`config.mk`:
```
export PLATFORM = sky130hd
export DESIGN_NAME = tssq_cell
export DESIGN_NICKNAME = d
export VERILOG_FILES = /design/src/design/tssq_pkg.sv /design/src/design/tssq_cell.sv
export SDC_FILE = /design/constraint.sdc
export NUM_CORES = 1
export LEC_CHECK = 0
export BUFFER_PORTS_ARGS = -buffer_cell sky130_fd_sc_hd__buf_2
export CORE_UTILIZATION = 46
export DETAILED_ROUTE_END_ITERATION = 10
export GPL_ROUTABILITY_DRIVEN = 1
export PLACE_DENSITY = 0.84
export SYNTH_ARGS = -nofsm -noshare
export SYNTH_HDL_FRONTEND = slang
export SYNTH_SLANG_ARGS = --single-unit
export TNS_END_PERCENT = 1
```
`constraint.sdc`:
```
create_clock -name clk -period 9.6 [get_ports clk]
set_input_delay 0.48 -clock clk [delete_from_list [all_inputs] [get_ports clk]]
set_output_delay 0.48 -clock clk [all_outputs]
set_load 0.005 [all_outputs]
```
`src/design/tssq_pkg.sv`:
```
// ----------------------------------------------------------------------------
// tssq_pkg
// Shared types and constants of the timestamped sample store.
// ----------------------------------------------------------------------------
package tssq_pkg;

  // Number of cells in the chain (1 to 64).
  localparam int CAPACITY  = 64;
  // Width of a count of entries, 0 to CAPACITY inclusive.
  localparam int CNT_W     = $clog2(CAPACITY + 1);
  // Width of the sequencer's step counter, wide enough for a compaction sweep.
  localparam int STEP_W    = $clog2(2 * CAPACITY);

  localparam int STAMP_W   = 32;
  localparam int VALUE_W   = 32;
  localparam int REMOVED_W = 7;
  localparam int OPCODE_W  = 2;

  localparam int IN_DATA_W  = 160;
  localparam int OUT_DATA_W = 80;

  // Opcodes of an input transaction.
  localparam logic [OPCODE_W-1:0] OP_INSERT = 2'd0;
  localparam logic [OPCODE_W-1:0] OP_QUERY  = 2'd1;
  localparam logic [OPCODE_W-1:0] OP_PURGE  = 2'd2;
  localparam logic [OPCODE_W-1:0] OP_NONE   = 2'd3;

  // Cell operating modes.
  localparam logic [1:0] MODE_HOLD    = 2'd0;
  localparam logic [1:0] MODE_SHIFT   = 2'd1; // take the lower neighbor (insert)
  localparam logic [1:0] MODE_ROTATE  = 2'd2; // take the upper neighbor
  localparam logic [1:0] MODE_COMPACT = 2'd3; // swap a hole with the upper neighbor

  typedef struct packed {
    logic                      valid;
    logic signed [STAMP_W-1:0] stamp;
    logic signed [VALUE_W-1:0] value;
  } entry_t;

  typedef struct packed {
    logic [1:0] mode;
  } cell_cmd_t;

  typedef struct packed {
    logic signed [STAMP_W-1:0] stamp;
    logic signed [VALUE_W-1:0] value;
    logic                      match;
    logic                      last;
    logic                      status;
    logic [REMOVED_W-1:0]      removed;
  } result_t;

endpackage

```
`src/design/tssq_cell.sv`:
```
// ----------------------------------------------------------------------------
// tssq_cell
// One storage cell of the sample chain: a valid bit, a timestamp and a value.
// ----------------------------------------------------------------------------
module tssq_cell
  import tssq_pkg::*;
(
  input  logic      clk,
  input  logic      rst_n,
  input  cell_cmd_t cmd,
  input  entry_t    lower,   // neighbor toward slot 0 (insert data for slot 0)
  input  entry_t    upper,   // neighbor toward the tail
  output entry_t    cur
);

  logic                      valid_r;
  logic signed [STAMP_W-1:0] stamp_r;
  logic signed [VALUE_W-1:0] value_r;
  entry_t                    ent_nxt;

  assign cur = '{valid: valid_r, stamp: stamp_r, value: value_r};

  always_comb begin
    unique case (cmd.mode)
      MODE_HOLD:   ent_nxt = cur;
      MODE_SHIFT:  ent_nxt = lower;
      MODE_ROTATE: ent_nxt = upper;
      MODE_COMPACT: begin
        // A hole pulls its upper neighbor; an entry pulled by a hole below leaves one.
        if (!valid_r) begin
          ent_nxt = upper;
        end else if (!lower.valid) begin
          ent_nxt       = cur;
          ent_nxt.valid = 1'b0;
        end else begin
          ent_nxt = cur;
        end
      end
    endcase
  end

  always_ff @(posedge clk) begin
    if (!rst_n) begin
      valid_r <= 1'b0;
    end else begin
      valid_r <= ent_nxt.valid;
    end
  end

  always_ff @(posedge clk) begin
    stamp_r <= ent_nxt.stamp;
    value_r <= ent_nxt.value;
  end

endmodule

```
## After elaboration in Yosys (flattened, before gate mapping)

Cells that the tools add are included.
Widths: inputs -> output; s select.

| operators by class | value |
|---|---|
| mux-type cells | 3 |
| bitwise gates (word level) | 1 |
| shift-type cells | 0 |
| equality and inequality tests | 4 |
| div/mod/pow operators | 0 |
| $add $sub $neg | 0 |
| reduce and logical (&&, ||, !) cells | 2 |
| multiply operators | 0 |
| order comparisons | 0 |

Operators by type and width:

| kind | number |
|---|---|
| $pmux 65 s3 | 1 |
| $mux 65 | 2 |
| $eq 2x2->1 const B | 2 |
| $eq 2x1->1 const B | 1 |
| $logic_not 2->1 | 1 |
| $ne 2x2->1 const B | 1 |
| $reduce_and 2->1 | 1 |
| $not 1->1 | 1 |

| storage, ports and cells | value |
|---|---|
| bits in read-only memories | 0 |
| bits in writable memories | 0 |
| latch bits | 0 |
| input bits | 134 |
| word-level logic and storage cells | 13 |
| memories kept | 0 |
| register bits | 65 |

## Logic depth before layout (Yosys ltp)

| depth | value |
|---|---|
| word-level depth | 3 |
| mapped depth | 4 |
| depth with buffers taken out | 3 |

## Least setup slack after synthesis

No wires, ideal clock.

| timing path | value |
|---|---|
| kind | input -> register |
| from | input cmd[1] (netlist bit) |
| to | register stamp_r[0], enable pin |
| library setup time | 507 ps |
| slack | 5208 ps |
| buffers on the path | 2 |
| arrival | 3885 ps |
| cell stages on the path | 4 |
| path through | buf_6 -> buf_8 -> nor2_1 -> a21oi_1 |

| between the ends | value |
|---|---|
| longest elaborated chain between the ends | 3 |

RTL lines:

| what | line | RTL |
|---|---|---|
| start, declared | tssq_cell.sv:10 | `input cell_cmd_t cmd,` |
| $eq 2x2->1 or $logic_not 2->1 (tied branches) | tssq_cell.sv:24 | `unique case (cmd.mode)` |
| $ne 2x2->1 (no line) or $not 1->1 (tied branches) | -- |  |
| $reduce_and 2->1 (no line) (*) | -- |  |
| end signal, assigned | tssq_cell.sv:51 | `stamp_r <= ent_nxt.stamp;` |
| end, declared | tssq_cell.sv:17 | `logic signed [STAMP_W-1:0] stamp_r;` |

Mark *: on every way between the ends. The rest lies on a longest branch, timed or not.
A chain may end at the register's enable or synchronous reset.

## Worst setup path after layout

| timing path | value |
|---|---|
| from | register valid_r |
| to | register stamp_r[28], enable pin |

| between the ends | value |
|---|---|
| longest elaborated chain between the ends | 2 |

RTL lines:

| what | line | RTL |
|---|---|---|
| start, declared | tssq_cell.sv:16 | `logic valid_r;` |
| start signal, assigned | tssq_cell.sv:46 | `valid_r <= ent_nxt.valid;` |
| $ne 2x2->1 (no line) | -- |  |
| $reduce_and 2->1 (no line) | -- |  |

Every way passes these cells.

==> summary.md <==
| Metric | Value |
|---|---|
| Number of synthesized register bits | `65` |
| Simple-gate portion of the synthesized area | `between 10% and 20%` |
| Die ar. | `roughly 7000 um^2` |
| XOR/XNOR Fraction of Synth Area | `0%` |
| Synth Cell Area | `a little over 3000 um^2` |
| Reg2Reg Launch Point | `valid_r` |
| Initial antenna violation count | `0` |
| I/O pin count | `199` |
| Clock skew | `around 0.0071 ns` |
| Outcome | `finished clean` |
| CTS tree | `yes` |
| Layout cells sized above 1 | `~45%` |
| Synth Area in Adders | `0%` |
| Skew-Pair Late Insertion Delay | `approximately 0.32 ns` |
| Max IR drop VDD | `between 90 and 100 uV` |
| Top-count cell post-synth | `o21ai_0` |
| Detailed placer's ending HPWL | `around 5.2 mm` |
| Post-synthesis cell count | `289` |
| Slowest stage cell, crit path | `a21oi_4` |
| Reg2Reg Depth | `3` |
| Part of the cycle the worst path needs | `between 20 and 25%` |
| Synth Area in Compound Gates | `a little over a tenth` |
| Routed WL per cell | `about 13 um` |
| LEAKAGE | `approximately 2.1 nW` |
| Top cells by area, synth | `edfxtp_1 (62%), o21ai_0 (11%), nand3_1 (10%)` |
| Slew Viols, Final | `0` |
| P&R area growth vs syn | `34.9%` |
| Critical path origin | `valid_r` |
| Vias in the first global route | `between 2000 and 3000` |
| DR DRC count | `0` |
| CTS max path bufs | `2` |
| Critical Path RT | `~9.6 ns` |
| CTS Buf Count | `9` |
| Core Area | `~6400 um^2` |
| Starting density of the core | `around half` |
| Setup violators final | `0` |
| CTS H-tree lvls | `3` |
| Num rows | `29` |
| Max_cap viols | `0` |
| Synth Net Count | `423` |
| Register area share after synthesis | `a little over three fifths` |
| Postcts setup bufs | `0` |
| WS Path Type | `reg -> reg` |
| EDFF count, synth | `64` |
| Remaining antenna violation count after routing | `0` |
| Die Ht | `about 84 um` |
| Area leader, netlist | `edfxtp_1` |
| Total detailed-routing wirelength | `7.13 mm` |
| Final Critical Period | `2.18 ns` |
| Setup TNS | `0 ns` |
| Area post-placement | `between 3000 and 4000 um^2` |
| Post-synthesis async set-or-reset flop share | `0%` |
| Via count | `between 2000 and 3000` |
| Final #Nets | `613` |
| Post-CTS resize count | `0` |
| Clock sinks | `65` |
| Post-DR vias/cell | `roughly 4.8` |
| Die Width | `roughly 84 um` |
| Crit-path cells | `and2_1 -> a21oi_4 -> buf_4` |
| Buffers on Ports | `198` |
| Crit path DAT | `2.15 ns` |
| Worst-Margin Slew | `around 1.2 ns` |
| Main combinational cell family by area after synthesis | `buffers and inverters` |
| Worst slew margin | `22.9%` |
| Antenna fix cells | `0` |
| Top-area cell type share of the netlist area | `between 60% and 70%` |
| Pwr Density | `between 150 and 200 nW/um^2` |
| Clk root buf | `clkbuf_8` |
| RSZ-0062 raised after global routing | `false` |
| Unique masters post-synth | `18` |
| CP max FO | `36` |
| Min-delay worst type | `in -> reg` |
| Reg-to-Reg End | `stamp_r[28]` |
| Grt total ovfl | `0` |
| Synth cell count leaders | `o21ai_0 (65), edfxtp_1 (64), inv_1 (64), nand3_1 (64), buf_6 (13)` |
| Global placement routability congestion | `approximately 0.7` |
| Mux share of post-synthesis cell area | `0%` |
| Crit start category | `flip-flop` |
| Syn Area/Cell | `about 11 um^2` |
| Hold Buf Count CTS | `0` |
| Clock transition time at the flip-flop clock pins of the worst setup and hold paths | `~0.06 ns` |
| Global-route wire length before repair | `approximately 11 mm` |
| Worst setup EP type | `flip-flop` |
| Largest net degree at the start of global routing | `roughly 130` |
| Synth Warn # | `0` |
| Fmax | `about 0.46 GHz` |
| Fin area | `just over 4000 um^2` |
| Total Routing Usage GR | `a little over 20%` |
| Flop2flop setup slack | `between 7 and 8 ns` |
| First-pass detailed-route iteration total | `4` |
| Initial DRC count | `100` |
| Hold Vio Cnt, Final | `0` |
| Post-synth top flop | `edfxtp_1` |
| Max stage delay on crit path | `between 0.7 and 0.8 ns` |
| Critical path endpoint | `stamp_r[28]` |
-- where the power goes --
part / internal, mW / switching [mW] / total, mW / leakage [nW]
clock: 0.0895 / 0.0952 / 0.185 / 0.0831
combinational: 0.0495 / 0.0535 / 0.103 / 1.37
sequential: 0.347 / 0.00696 / 0.354 / 0.671
-- through the flow --
step	setup slack, ns	cells	utilization, %	hold WS (ns)	total power [mW]
global placement	7.17	545	62.6	0.697	0.460
finish	7.42	560	65.0	0.377	0.642
CTS	7.38	560	65.0	0.366	0.648
detailed placement	7.11	545	62.6	0.707	0.465
floorplan	5.21	289	-	0.626	0.409
global route	7.27	560	65.0	0.385	0.677
-- final cells by class --
type,instances,area [um^2]
flip-flops and latches,65,1940
clock inverters,5,23.8
fillers,534,2240
repair buffers,200,1010
well taps,77,96.3
clock buffers,10,128
multi-input cells,139,711
inverters,64,240
-- worst min path at each step --
stage | startpoint | to | slack (ns) | cells past startpoint
floorplan | rst_n | valid_r | 0.63 | 1
global placement | valid_r | valid_r | 0.70 | 3
detailed placement | rst_n | valid_r | 0.71 | 2
CTS | rst_n | valid_r | 0.37 | 2
global route | rst_n | valid_r | 0.38 | 2
finish | rst_n | valid_r | 0.38 | 2
-- routing by layer --
metal | up-vias | wire, um | global-route usage (%)
li1 | 1364 | - | -
met1 | 1172 | 2910 | 24.6
met2 | 136 | 3550 | 34.9
met3 | 16 | 530 | 5.64
met4 | 0 | 148 | 9.71
met5 | - | 0 | 0
-- registers in the layout, indices dropped and copies added (netlist names) --
name	cells
stamp_r	32
valid_r	1
value_r	32
-- critical path, delay by kind of cell, from the launching register on --
| family | cells | cell delay, ns |
|---|---|---|
| buf+inv | 1 | 0.54 |
| simple gates | 1 | 0.19 |
| compound gates | 1 | 0.72 |
| flops | 1 | 0.35 |
-- logic make-up (layout without fill, tap and decap cells) --
| logic type | Yosys count | count (layout) |
|---|---|---|
| flip-flops | 65 | 65 |
| AO/OA/AOI/OAI | 67 | 67 |
| buffers and inverters | 85 | 279 |
| AND/OR/NAND/NOR | 72 | 72 |
-- cells in the final DEF, fill, tap and decap left out --
cell      netlist  final
nand3_1        64     64
and2_1          1      1
nor2_1          2      2
a21oi_4         0      1
a21oi_1         2      1
nor2b_1         1      1
clkinv_1        0      1
nand2_1         1      1
and3_1          1      1
clkinv_2        0      4
dfxtp_1         1      1
buf_2           3    197
o21ai_0        65     65
edfxtp_1       64     64
nor3b_1         1      1
clkbuf_1        3      1
nand2_2         1      1
inv_1          64     64
buf_4           1      3
clkbuf_8        0      9
Power figures use the tool's default switching activity.
