## config.mk

```make
export PLATFORM = sky130hd
export DESIGN_NAME = tssq_ctrl
export DESIGN_NICKNAME = d
export VERILOG_FILES = /design/src/design/tssq_pkg.sv /design/src/design/tssq_ctrl.sv
export SDC_FILE = /design/constraint.sdc
export NUM_CORES = 1
export LEC_CHECK = 0
export ABC_AREA = 0
export BUFFER_PORTS_ARGS = -buffer_cell sky130_fd_sc_hd__buf_4
export CAP_MARGIN = 30
export CORE_AREA = 2 2 169 171
export DETAILED_ROUTE_END_ITERATION = 10
export DIE_AREA = 0 0 171 173
export PLACE_DENSITY_LB_ADDON = 0.2
export RECOVER_POWER = 25
export SYNTH_ARGS = -nofsm -noshare
export SYNTH_HDL_FRONTEND = slang
export SYNTH_SLANG_ARGS = --single-unit
export TNS_END_PERCENT = 10
```

## constraint.sdc

```tcl
create_clock -name clk -period 6 [get_ports clk]
set_input_delay 1.5 -clock clk [delete_from_list [all_inputs] [get_ports clk]]
set_output_delay 1.5 -clock clk [all_outputs]
set_load 0.05 [all_outputs]
```

## src/design/tssq_pkg.sv

```systemverilog
// ----------------------------------------------------------------------------
// tssq_pkg
// Shared types and constants of the timestamped sample store.
// ----------------------------------------------------------------------------
package tssq_pkg;

  // Number of cells in the chain (1 to 64).
  localparam int CAPACITY  = 64;
  // Width of a count of entries, 0 to CAPACITY inclusive.
  localparam int CNT_W     = $clog2(CAPACITY + 1);
  // Width of the sequencer's step counter, wide enough for a compaction sweep.
  localparam int STEP_W    = $clog2(2 * CAPACITY);

  localparam int STAMP_W   = 32;
  localparam int VALUE_W   = 32;
  localparam int REMOVED_W = 7;
  localparam int OPCODE_W  = 2;

  localparam int IN_DATA_W  = 160;
  localparam int OUT_DATA_W = 80;

  // Opcodes of an input transaction.
  localparam logic [OPCODE_W-1:0] OP_INSERT = 2'd0;
  localparam logic [OPCODE_W-1:0] OP_QUERY  = 2'd1;
  localparam logic [OPCODE_W-1:0] OP_PURGE  = 2'd2;
  localparam logic [OPCODE_W-1:0] OP_NONE   = 2'd3;

  // Cell operating modes.
  localparam logic [1:0] MODE_HOLD    = 2'd0;
  localparam logic [1:0] MODE_SHIFT   = 2'd1; // take the lower neighbor (insert)
  localparam logic [1:0] MODE_ROTATE  = 2'd2; // take the upper neighbor
  localparam logic [1:0] MODE_COMPACT = 2'd3; // swap a hole with the upper neighbor

  typedef struct packed {
    logic                      valid;
    logic signed [STAMP_W-1:0] stamp;
    logic signed [VALUE_W-1:0] value;
  } entry_t;

  typedef struct packed {
    logic [1:0] mode;
  } cell_cmd_t;

  typedef struct packed {
    logic signed [STAMP_W-1:0] stamp;
    logic signed [VALUE_W-1:0] value;
    logic                      match;
    logic                      last;
    logic                      status;
    logic [REMOVED_W-1:0]      removed;
  } result_t;

endpackage

```

## src/design/tssq_ctrl.sv

```systemverilog
// ----------------------------------------------------------------------------
// tssq_ctrl
// Sequencer: takes input transactions, drives the cell chain, checks the head
// cell and produces result transactions.
// ----------------------------------------------------------------------------
module tssq_ctrl
  import tssq_pkg::*;
(
  input  logic                 clk,
  input  logic                 rst_n,
  input  logic                 in_tvalid,
  output logic                 in_tready,
  input  logic [OPCODE_W-1:0]  in_tuser,
  input  logic [IN_DATA_W-1:0] in_tdata,
  input  entry_t               head,
  input  logic                 full,
  input  logic                 out_free,
  output cell_cmd_t            cell_cmd,
  output entry_t               ins_entry,
  output entry_t               tail_entry,
  output logic                 res_write,
  output result_t              res
);

  localparam logic [2:0] ST_IDLE = 3'd0;
  localparam logic [2:0] ST_INS  = 3'd1;
  localparam logic [2:0] ST_QRY  = 3'd2;
  localparam logic [2:0] ST_PRG  = 3'd3;
  localparam logic [2:0] ST_CMP  = 3'd4;
  localparam logic [2:0] ST_DONE = 3'd5;

  logic [2:0]                state_r, state_nxt;
  logic [STEP_W-1:0]         step_r, step_nxt;
  logic [CNT_W-1:0]          removed_r, removed_nxt;
  logic                      status_r, status_nxt;
  logic                      pend_v_r, pend_v_nxt;
  logic                      pend_load;
  logic signed [STAMP_W-1:0] pend_t_r;
  logic signed [VALUE_W-1:0] pend_val_r;

  logic                      accept;
  logic [OPCODE_W-1:0]       in_op;
  logic signed [STAMP_W-1:0] ins_t_r, lo_r, hi_r, cut_r;
  logic signed [VALUE_W-1:0] ins_v_r;

  logic hit, drop, rot_end, cmp_end;

  assign in_tready = (state_r == ST_IDLE);
  assign accept    = in_tvalid && in_tready;
  assign in_op     = in_tuser;

  assign hit  = head.valid && (head.stamp >= lo_r) && (head.stamp <= hi_r);
  assign drop = head.valid && (head.stamp < cut_r);

  assign rot_end = (step_r == STEP_W'(CAPACITY - 1));
  assign cmp_end = (step_r == STEP_W'(2 * CAPACITY - 1));

  assign ins_entry = '{valid: 1'b1, stamp: ins_t_r, value: ins_v_r};

  always_comb begin
    state_nxt     = state_r;
    step_nxt      = step_r;
    removed_nxt   = removed_r;
    status_nxt    = status_r;
    pend_v_nxt    = pend_v_r;
    pend_load     = 1'b0;
    cell_cmd.mode = MODE_HOLD;
    tail_entry    = head;
    res_write     = 1'b0;
    // Carry a sample only while one is pending; otherwise the fields read zero.
    res.stamp     = pend_v_r ? pend_t_r : '0;
    res.value     = pend_v_r ? pend_val_r : '0;
    res.match     = pend_v_r;
    res.last      = 1'b1;
    res.status    = status_r;
    res.removed   = REMOVED_W'(removed_r);

    unique case (state_r)
      ST_IDLE: begin
        if (accept) begin
          step_nxt    = '0;
          removed_nxt = '0;
          status_nxt  = 1'b0;
          pend_v_nxt  = 1'b0;
          unique case (in_op)
            OP_INSERT: state_nxt = ST_INS;
            OP_QUERY:  state_nxt = ST_QRY;
            OP_PURGE:  state_nxt = ST_PRG;
            OP_NONE:   state_nxt = ST_DONE;
          endcase
        end
      end
      ST_INS: begin
        if (full) begin
          status_nxt = 1'b1;
        end else begin
          cell_cmd.mode = MODE_SHIFT;
        end
        state_nxt = ST_DONE;
      end
      ST_QRY: begin
        // Hold the chain while the head is a new match and an older match waits for the output register.
        if (!(hit && pend_v_r && !out_free)) begin
          cell_cmd.mode = MODE_ROTATE;
          step_nxt      = step_r + 1'b1;
          if (hit) begin
            pend_v_nxt = 1'b1;
            pend_load  = 1'b1;
            res_write  = pend_v_r;
            res.last   = 1'b0;
          end
          if (rot_end) begin
            state_nxt = ST_DONE;
          end
        end
      end
      ST_PRG: begin
        cell_cmd.mode    = MODE_ROTATE;
        tail_entry.valid = head.valid && !drop;
        step_nxt         = step_r + 1'b1;
        if (drop) begin
          removed_nxt = removed_r + 1'b1;
        end
        if (rot_end) begin
          step_nxt  = '0;
          state_nxt = ST_CMP;
        end
      end
      ST_CMP: begin
        cell_cmd.mode    = MODE_COMPACT;
        tail_entry.valid = 1'b0;
        step_nxt         = step_r + 1'b1;
        if (cmp_end) begin
          state_nxt = ST_DONE;
        end
      end
      ST_DONE: begin
        if (out_free) begin
          res_write = 1'b1;
          state_nxt = ST_IDLE;
        end
      end
      default: state_nxt = ST_IDLE;
    endcase
  end

  always_ff @(posedge clk) begin
    if (!rst_n) begin
      state_r   <= ST_IDLE;
      step_r    <= '0;
      removed_r <= '0;
      status_r  <= 1'b0;
      pend_v_r  <= 1'b0;
    end else begin
      state_r   <= state_nxt;
      step_r    <= step_nxt;
      removed_r <= removed_nxt;
      status_r  <= status_nxt;
      pend_v_r  <= pend_v_nxt;
    end
  end

  always_ff @(posedge clk) begin
    if (accept) begin
      ins_t_r <= in_tdata[31:0];
      ins_v_r <= in_tdata[63:32];
      lo_r    <= in_tdata[95:64];
      hi_r    <= in_tdata[127:96];
      cut_r   <= in_tdata[159:128];
    end
    if (pend_load) begin
      pend_t_r   <= head.stamp;
      pend_val_r <= head.value;
    end
  end

  a_write_free: assert property (@(posedge clk) disable iff (!rst_n)
    res_write |-> out_free)
    else $error("result written while output register is occupied");

  a_ins_done: assert property (@(posedge clk) disable iff (!rst_n)
    (state_r == ST_INS) |=> (state_r == ST_DONE))
    else $error("insert did not finish in one cycle");

  a_prg_to_cmp: assert property (@(posedge clk) disable iff (!rst_n)
    (state_r == ST_PRG) && rot_end |=> (state_r == ST_CMP) && (step_r == '0))
    else $error("purge sweep did not hand over to compaction");

endmodule

```

-- Word level (Yosys, flattened, before mapping)
Cells that the tools add are included.
- add/subtract/negate cells: 2
- $lt $le $gt $ge: 3
- equal/unequal tests: 19
- multiplexer cells: 36
- reduce and logical (&&, ||, !) cells: 20
- operator list (kind ; number):
    $mux W32 ; 2
    $ge A32 B32 Y1 ; 1
    $le A32 B32 Y1 ; 1
    $lt A32 B32 Y1 ; 1
    $mux W7 ; 4
    $pmux W7 S4 ; 1
    $mux W3 ; 6
    $pmux W3 S6 ; 1
    $ne A2 B2 Y1 const B ; 8
    $add A7 B1 Y7 const B ; 2
    $mux W1 ; 14
    $pmux W7 S2 ; 1
    $pmux W3 S4 ; 1
    $reduce_and A3 Y1 ; 3
    $pmux W1 S2 ; 4
    $pmux W2 S4 ; 1
    $eq A7 B6 Y1 const B ; 1
    $eq A7 B7 Y1 const B ; 1
    $logic_and A1 B1 Y1 ; 7
    $eq A3 B2 Y1 const B ; 2
    $eq A3 B3 Y1 const B ; 2
    $reduce_and A6 Y1 ; 1
    $reduce_bool A2 Y1 ; 3
    $eq A2 B2 Y1 const B ; 2
    other kinds (9) ; 10
- bits in registers: 243
- input bits: 232
- output and inout port bits: 208
- word-level logic and storage cells: 92

-- Longest topological paths before layout
- depth in word-level cells: 7
- mapped depth: 11
- gate-level depth less buffers: 10

-- Worst setup path before layout
Ideal clock, no wire load.
- path type: register -> register
- from: register state_r[0]
- to: register cut_r[0] (enable)
- library setup time: 513 ps
- arrival time: 5118 ps
- data required time: 5487 ps
- slack: 369 ps
- stages on the path, launching flop included: 5
- buffers on the path: 1
- period minus slack after synthesis: 5631 ps
- path through: dfxtp_1 > clkbuf_1 > nor3_1 > nand2_1 > inv_1
- cells in the longest elaborated chain, start to end: 2
- ends and longest elaborated chain (what ; RTL line ; source):
    start: declaration ; tssq_ctrl.sv:32 ; logic [2:0] state_r, state_nxt;
    start signal: assignment ; tssq_ctrl.sv:155 ; state_r <= state_nxt;
    $logic_not A3 Y1 ; tssq_ctrl.sv:48 ; assign in_tready = (state_r == ST_IDLE);
    named net in_tready ; tssq_ctrl.sv:12 ; output logic in_tready,
    $logic_and A1 B1 Y1 ; tssq_ctrl.sv:49 ; assign accept = in_tvalid && in_tready;
    named net accept ; tssq_ctrl.sv:41 ; logic accept;
    end signal: assignment ; tssq_ctrl.sv:169 ; cut_r <= in_tdata[159:128];
    end: declaration ; tssq_ctrl.sv:43 ; logic signed [STAMP_W-1:0] ins_t_r, lo_r, hi_r, cut_r;
The timed path passes the listed nets, and every way through them passes these cells.
A chain may end at the register's enable or synchronous reset.

-- Worst setup path after layout
- from: input port head[37] (netlist name)
- to: output port res_write
- cells in the longest elaborated chain, start to end: 7
- elaborated cells between the ends (all ways): 9
- classes of those cells: 2 x order compare; 3 x mux; 4 x reduce/logical
- ends and longest elaborated chain (what ; RTL line ; source):
    start: declaration ; tssq_ctrl.sv:15 ; input entry_t head,
    $ge A32 B32 Y1 ; tssq_ctrl.sv:52 ; assign hit = head.valid && (head.stamp >= lo_r) && (head.stamp <= hi_r);
    $logic_and A1 B1 Y1 ; tssq_ctrl.sv:52 ;
    $logic_and A1 B1 Y1 (*) ; tssq_ctrl.sv:52 ;
    $logic_and A1 B1 Y1 (2 in series) ; tssq_ctrl.sv:103 ; if (!(hit && pend_v_r && !out_free)) begin
    $mux W1 (*) ; tssq_ctrl.sv:103 ;
    $pmux W1 S2 (*) ; tssq_ctrl.sv:78 ; unique case (state_r)
    end: declaration ; tssq_ctrl.sv:21 ; output logic res_write,
Mark *: on every way between the ends. The rest lies on a longest branch, timed or not.

==> results by group <==
Die
  – Die ar.: 29600 um^2
  – Core ar.: 27600 um^2
  – Ports: 440
  – Num rows: 61
  – Initial Util: 0.408
  – Height of the chip: ~170 um
  – Die Wd: 171 um

Critical path
  – Buf/Inv on CP: 2
  – CP Class: input pin to output port
  – Worst endpoint required time: between 4 and 5 ns
  – Slowest stage cell, crit path: o31a_2
  – CP top delay family: compound AO/OA/AOI/OAI gates
  – CP max stage delay: 0.37 ns
  – Data arrival, critical path: between 4 and 5 ns
  – Critical path, cell by cell: buf_4 > ha_1 > a21oi_1 > o21ai_0 > a221o_1 > o31a_2 > a211oi_2 > o211ai_1 > o21ai_0 > and2_1 > buf_4
  – Worst setup EP type: output port
  – CP Launch Type: input pin
  – Crit path max fanout: 5

Routing
  – Drt drc: 0
  – Overall via count from detail_route: approximately 8k
  – WL/cell: around 17 um
  – DRT Pass-1 Iters: 5
  – ANT nets after route: 0
  – Total routed wirelength: roughly 29000 um
  – Drt via density: 4.79
  – Initial DRC Count: ~380

Power and ir drop
  – Pwr dens: 366 nW/um^2
  – VDD IR-drop max: ~290 uV
  – Leakage: around 6.8 nW

Placed design
  – DP HPWL: about 22000 um
  – Number of buffers added on ports: 438
  – GPL Wtd Cong: about 0.80

Timing
  – RSZ-0062 raised after global routing: false
  – Max Fclk: 177 MHz
  – Clk_skew: ~0.024 ns
  – Slew Limit Fails: 0
  – TNS Setup: 0 ns
  – Fin crit share: 0.942
  – Minimum clock period: approximately 5.7 ns
  – Worst-margin pin slew: approximately 0.94 ns
  – Slew Limit Headroom: 0.371
  – Setup Viol. Count Final: 0
  – Fin. Hold Viols: 0

Global routing
  – All-layer global routing usage: 0.186
  – Largest net degree at the start of global routing: 97
  – Vias in the first global route: approximately 7.7k
  – Initial antenna violation count: 4
  – Final global-route overflow total: 0
  – First-pass GRT wire length: 42300 um

Logic synthesis
  – Synth Flop Type: edfxtp_1
  – Synth Instances: about 860
  – Distinct cells, synth: 59
  – Yosys Warn Count: 0
  – Average cell area after synthesis: around 13 um^2
  – Cell Area, Synth: roughly 11000 um^2
  – Seq/Total Area, Yosys: 0.630
  – Ys async rst share: 0
  – Post-synth EDFFs: around 220
  – Seq cells post-synth: 243
  – Net Count, Synth: approximately 1.2k

Clock tree
  – Maximum clock insertion buffer count: 3
  – Post-CTS Setup Bufs: 0
  – TritonCTS buffer count: 28
  – Cells resized by post-CTS repair: 0
  – Clock latency on the worst-skew pair: 0.55 ns
  – Clock-pin slew of the registers on the worst-case setup and hold paths: 0.05 ns
  – Hold_buf cts: 0
  – Root Driver: clkbuf_16
  – Clock sinks: 243
  – H-tree Lvls: 1
  – CTS tree: done

Cells and area
  – Layout Nets: between 1.5k and 2k
  – Most used cells in the layout excluding fill and tap cells: buf_4 (275), edfxtp_1 (224), clkbuf_4 (165), inv_1 (103), ha_1 (99)
  – Commonest non-fill, non-tap cell in the layout: buf_4
  – # fillers: roughly 2.4k
  – Multi-input logic area: around 3200 um^2
  – Register Area: about 7000 um^2
  – Final core occ: 0.557
  – Share of cells above drive strength 1: 0.387
  – Syn-to-layout area delta: 36.4%

Min path
  – Worst min-delay path class: register to register

Run
  – Max-Cap Viols: 0

Run status
  – Status: completed
Yosys cell counts, drive strengths merged, types with 6 or more instances:
library cell / instances / area, um^2
edfxtp: 224 / 6730
inv: 105 / 394
ha: 99 / 1240
and2: 69 / 432
buf: 69 / 518
nand2: 55 / 206
a21oi: 47 / 239
o21ai: 21 / 105
dfxtp: 19 / 380
nand3: 19 / 95.1
nor2: 16 / 60.1
nand4: 14 / 93.8
clkbuf: 13 / 50.0
nor3: 7 / 35.0
o31ai: 7 / 52.6
or4: 7 / 52.6
nor4: 6 / 58.8
layout make-up:
cell class / count / area share
Sequential cell: 243 / 0.462
Timing Repair Buffer: 445 / 0.218
Multi-Input combinational cell: 434 / 0.209
Clock buffer: 41 / 0.0519
Tap cell: 378 / 0.0307
Inverter: 105 / 0.0259
Clock inverter: 4 / 0.00236
Antenna cell: 1 / 0.000163
where the power goes:
group	total, mW	switching (mW)	leakage, nW	internal, mW
combinational	1.73	1.20	4.11	0.527
clock	1.55	0.639	0.410	0.913
sequential	2.35	0.102	2.23	2.25
tightest hold or removal path: stages (launching register included):
cell and delay (ns):
dfxtp_1 0.32, nand2_1 0.06, o32ai_1 0.06
flip-flops by register name (all words and copies together), names as in the netlist:
signal and count:
cut_r 32, hi_r 32, ins_t_r 32, ins_v_r 32, lo_r 32, pend_t_r 32, pend_val_r 32, removed_r 7
step_r 7, state_r 3, pend_v_r 1, status_r 1
stage by stage:
stage / total power, mW / instance area [um^2] / hold slack, ns / cells / setup slack, ns
floorplan: 3.60 / 11300 / 0.438 / 864 / 0.369
finish: 5.63 / 15400 / 0.490 / 1651 / 0.348
CTS: 5.70 / 15400 / 0.490 / 1650 / 0.310
global route: 5.91 / 15400 / 0.530 / 1651 / 0.183
detailed placement: 4.13 / 14600 / 0.476 / 1605 / 0.310
global placement: 4.10 / 14500 / 0.466 / 1604 / 0.352
cells by family after synthesis:
kind of cell / count (synthesis) / share of synthesized area
DFF: 243 / 0.630
buffers and inverters: 187 / 0.0853
and+or+nand+nor: 217 / 0.107
other: 1 / 0.000332
AOI/OAI and AO/OA: 115 / 0.0653
adders and majority gates: 99 / 0.110
muxes: 2 / 0.00177
per-layer routing:
layer  global-route usage  routed length, um  share of wire
met5                    0                 28        0.00097
met2                0.332              14300           0.50
met4               0.0487                765          0.027
met1                0.217              11000           0.38
met3               0.0561               2660          0.093
final timing paths:
| path | to | start | slack (ns) | cells past startpoint |
|---|---|---|---|---|
| hold reg to reg | step_r[5] | step_r[5] | 0.49 | 2 |
| hold / removal | step_r[5] | step_r[5] | 0.49 | 2 |
| setup reg to reg | pend_t_r[5] | hi_r[5] | 2.57 | 11 |
| setup / recovery | res_write | head[37] | 0.35 | 11 |
(Power assumes the default switching activity.)
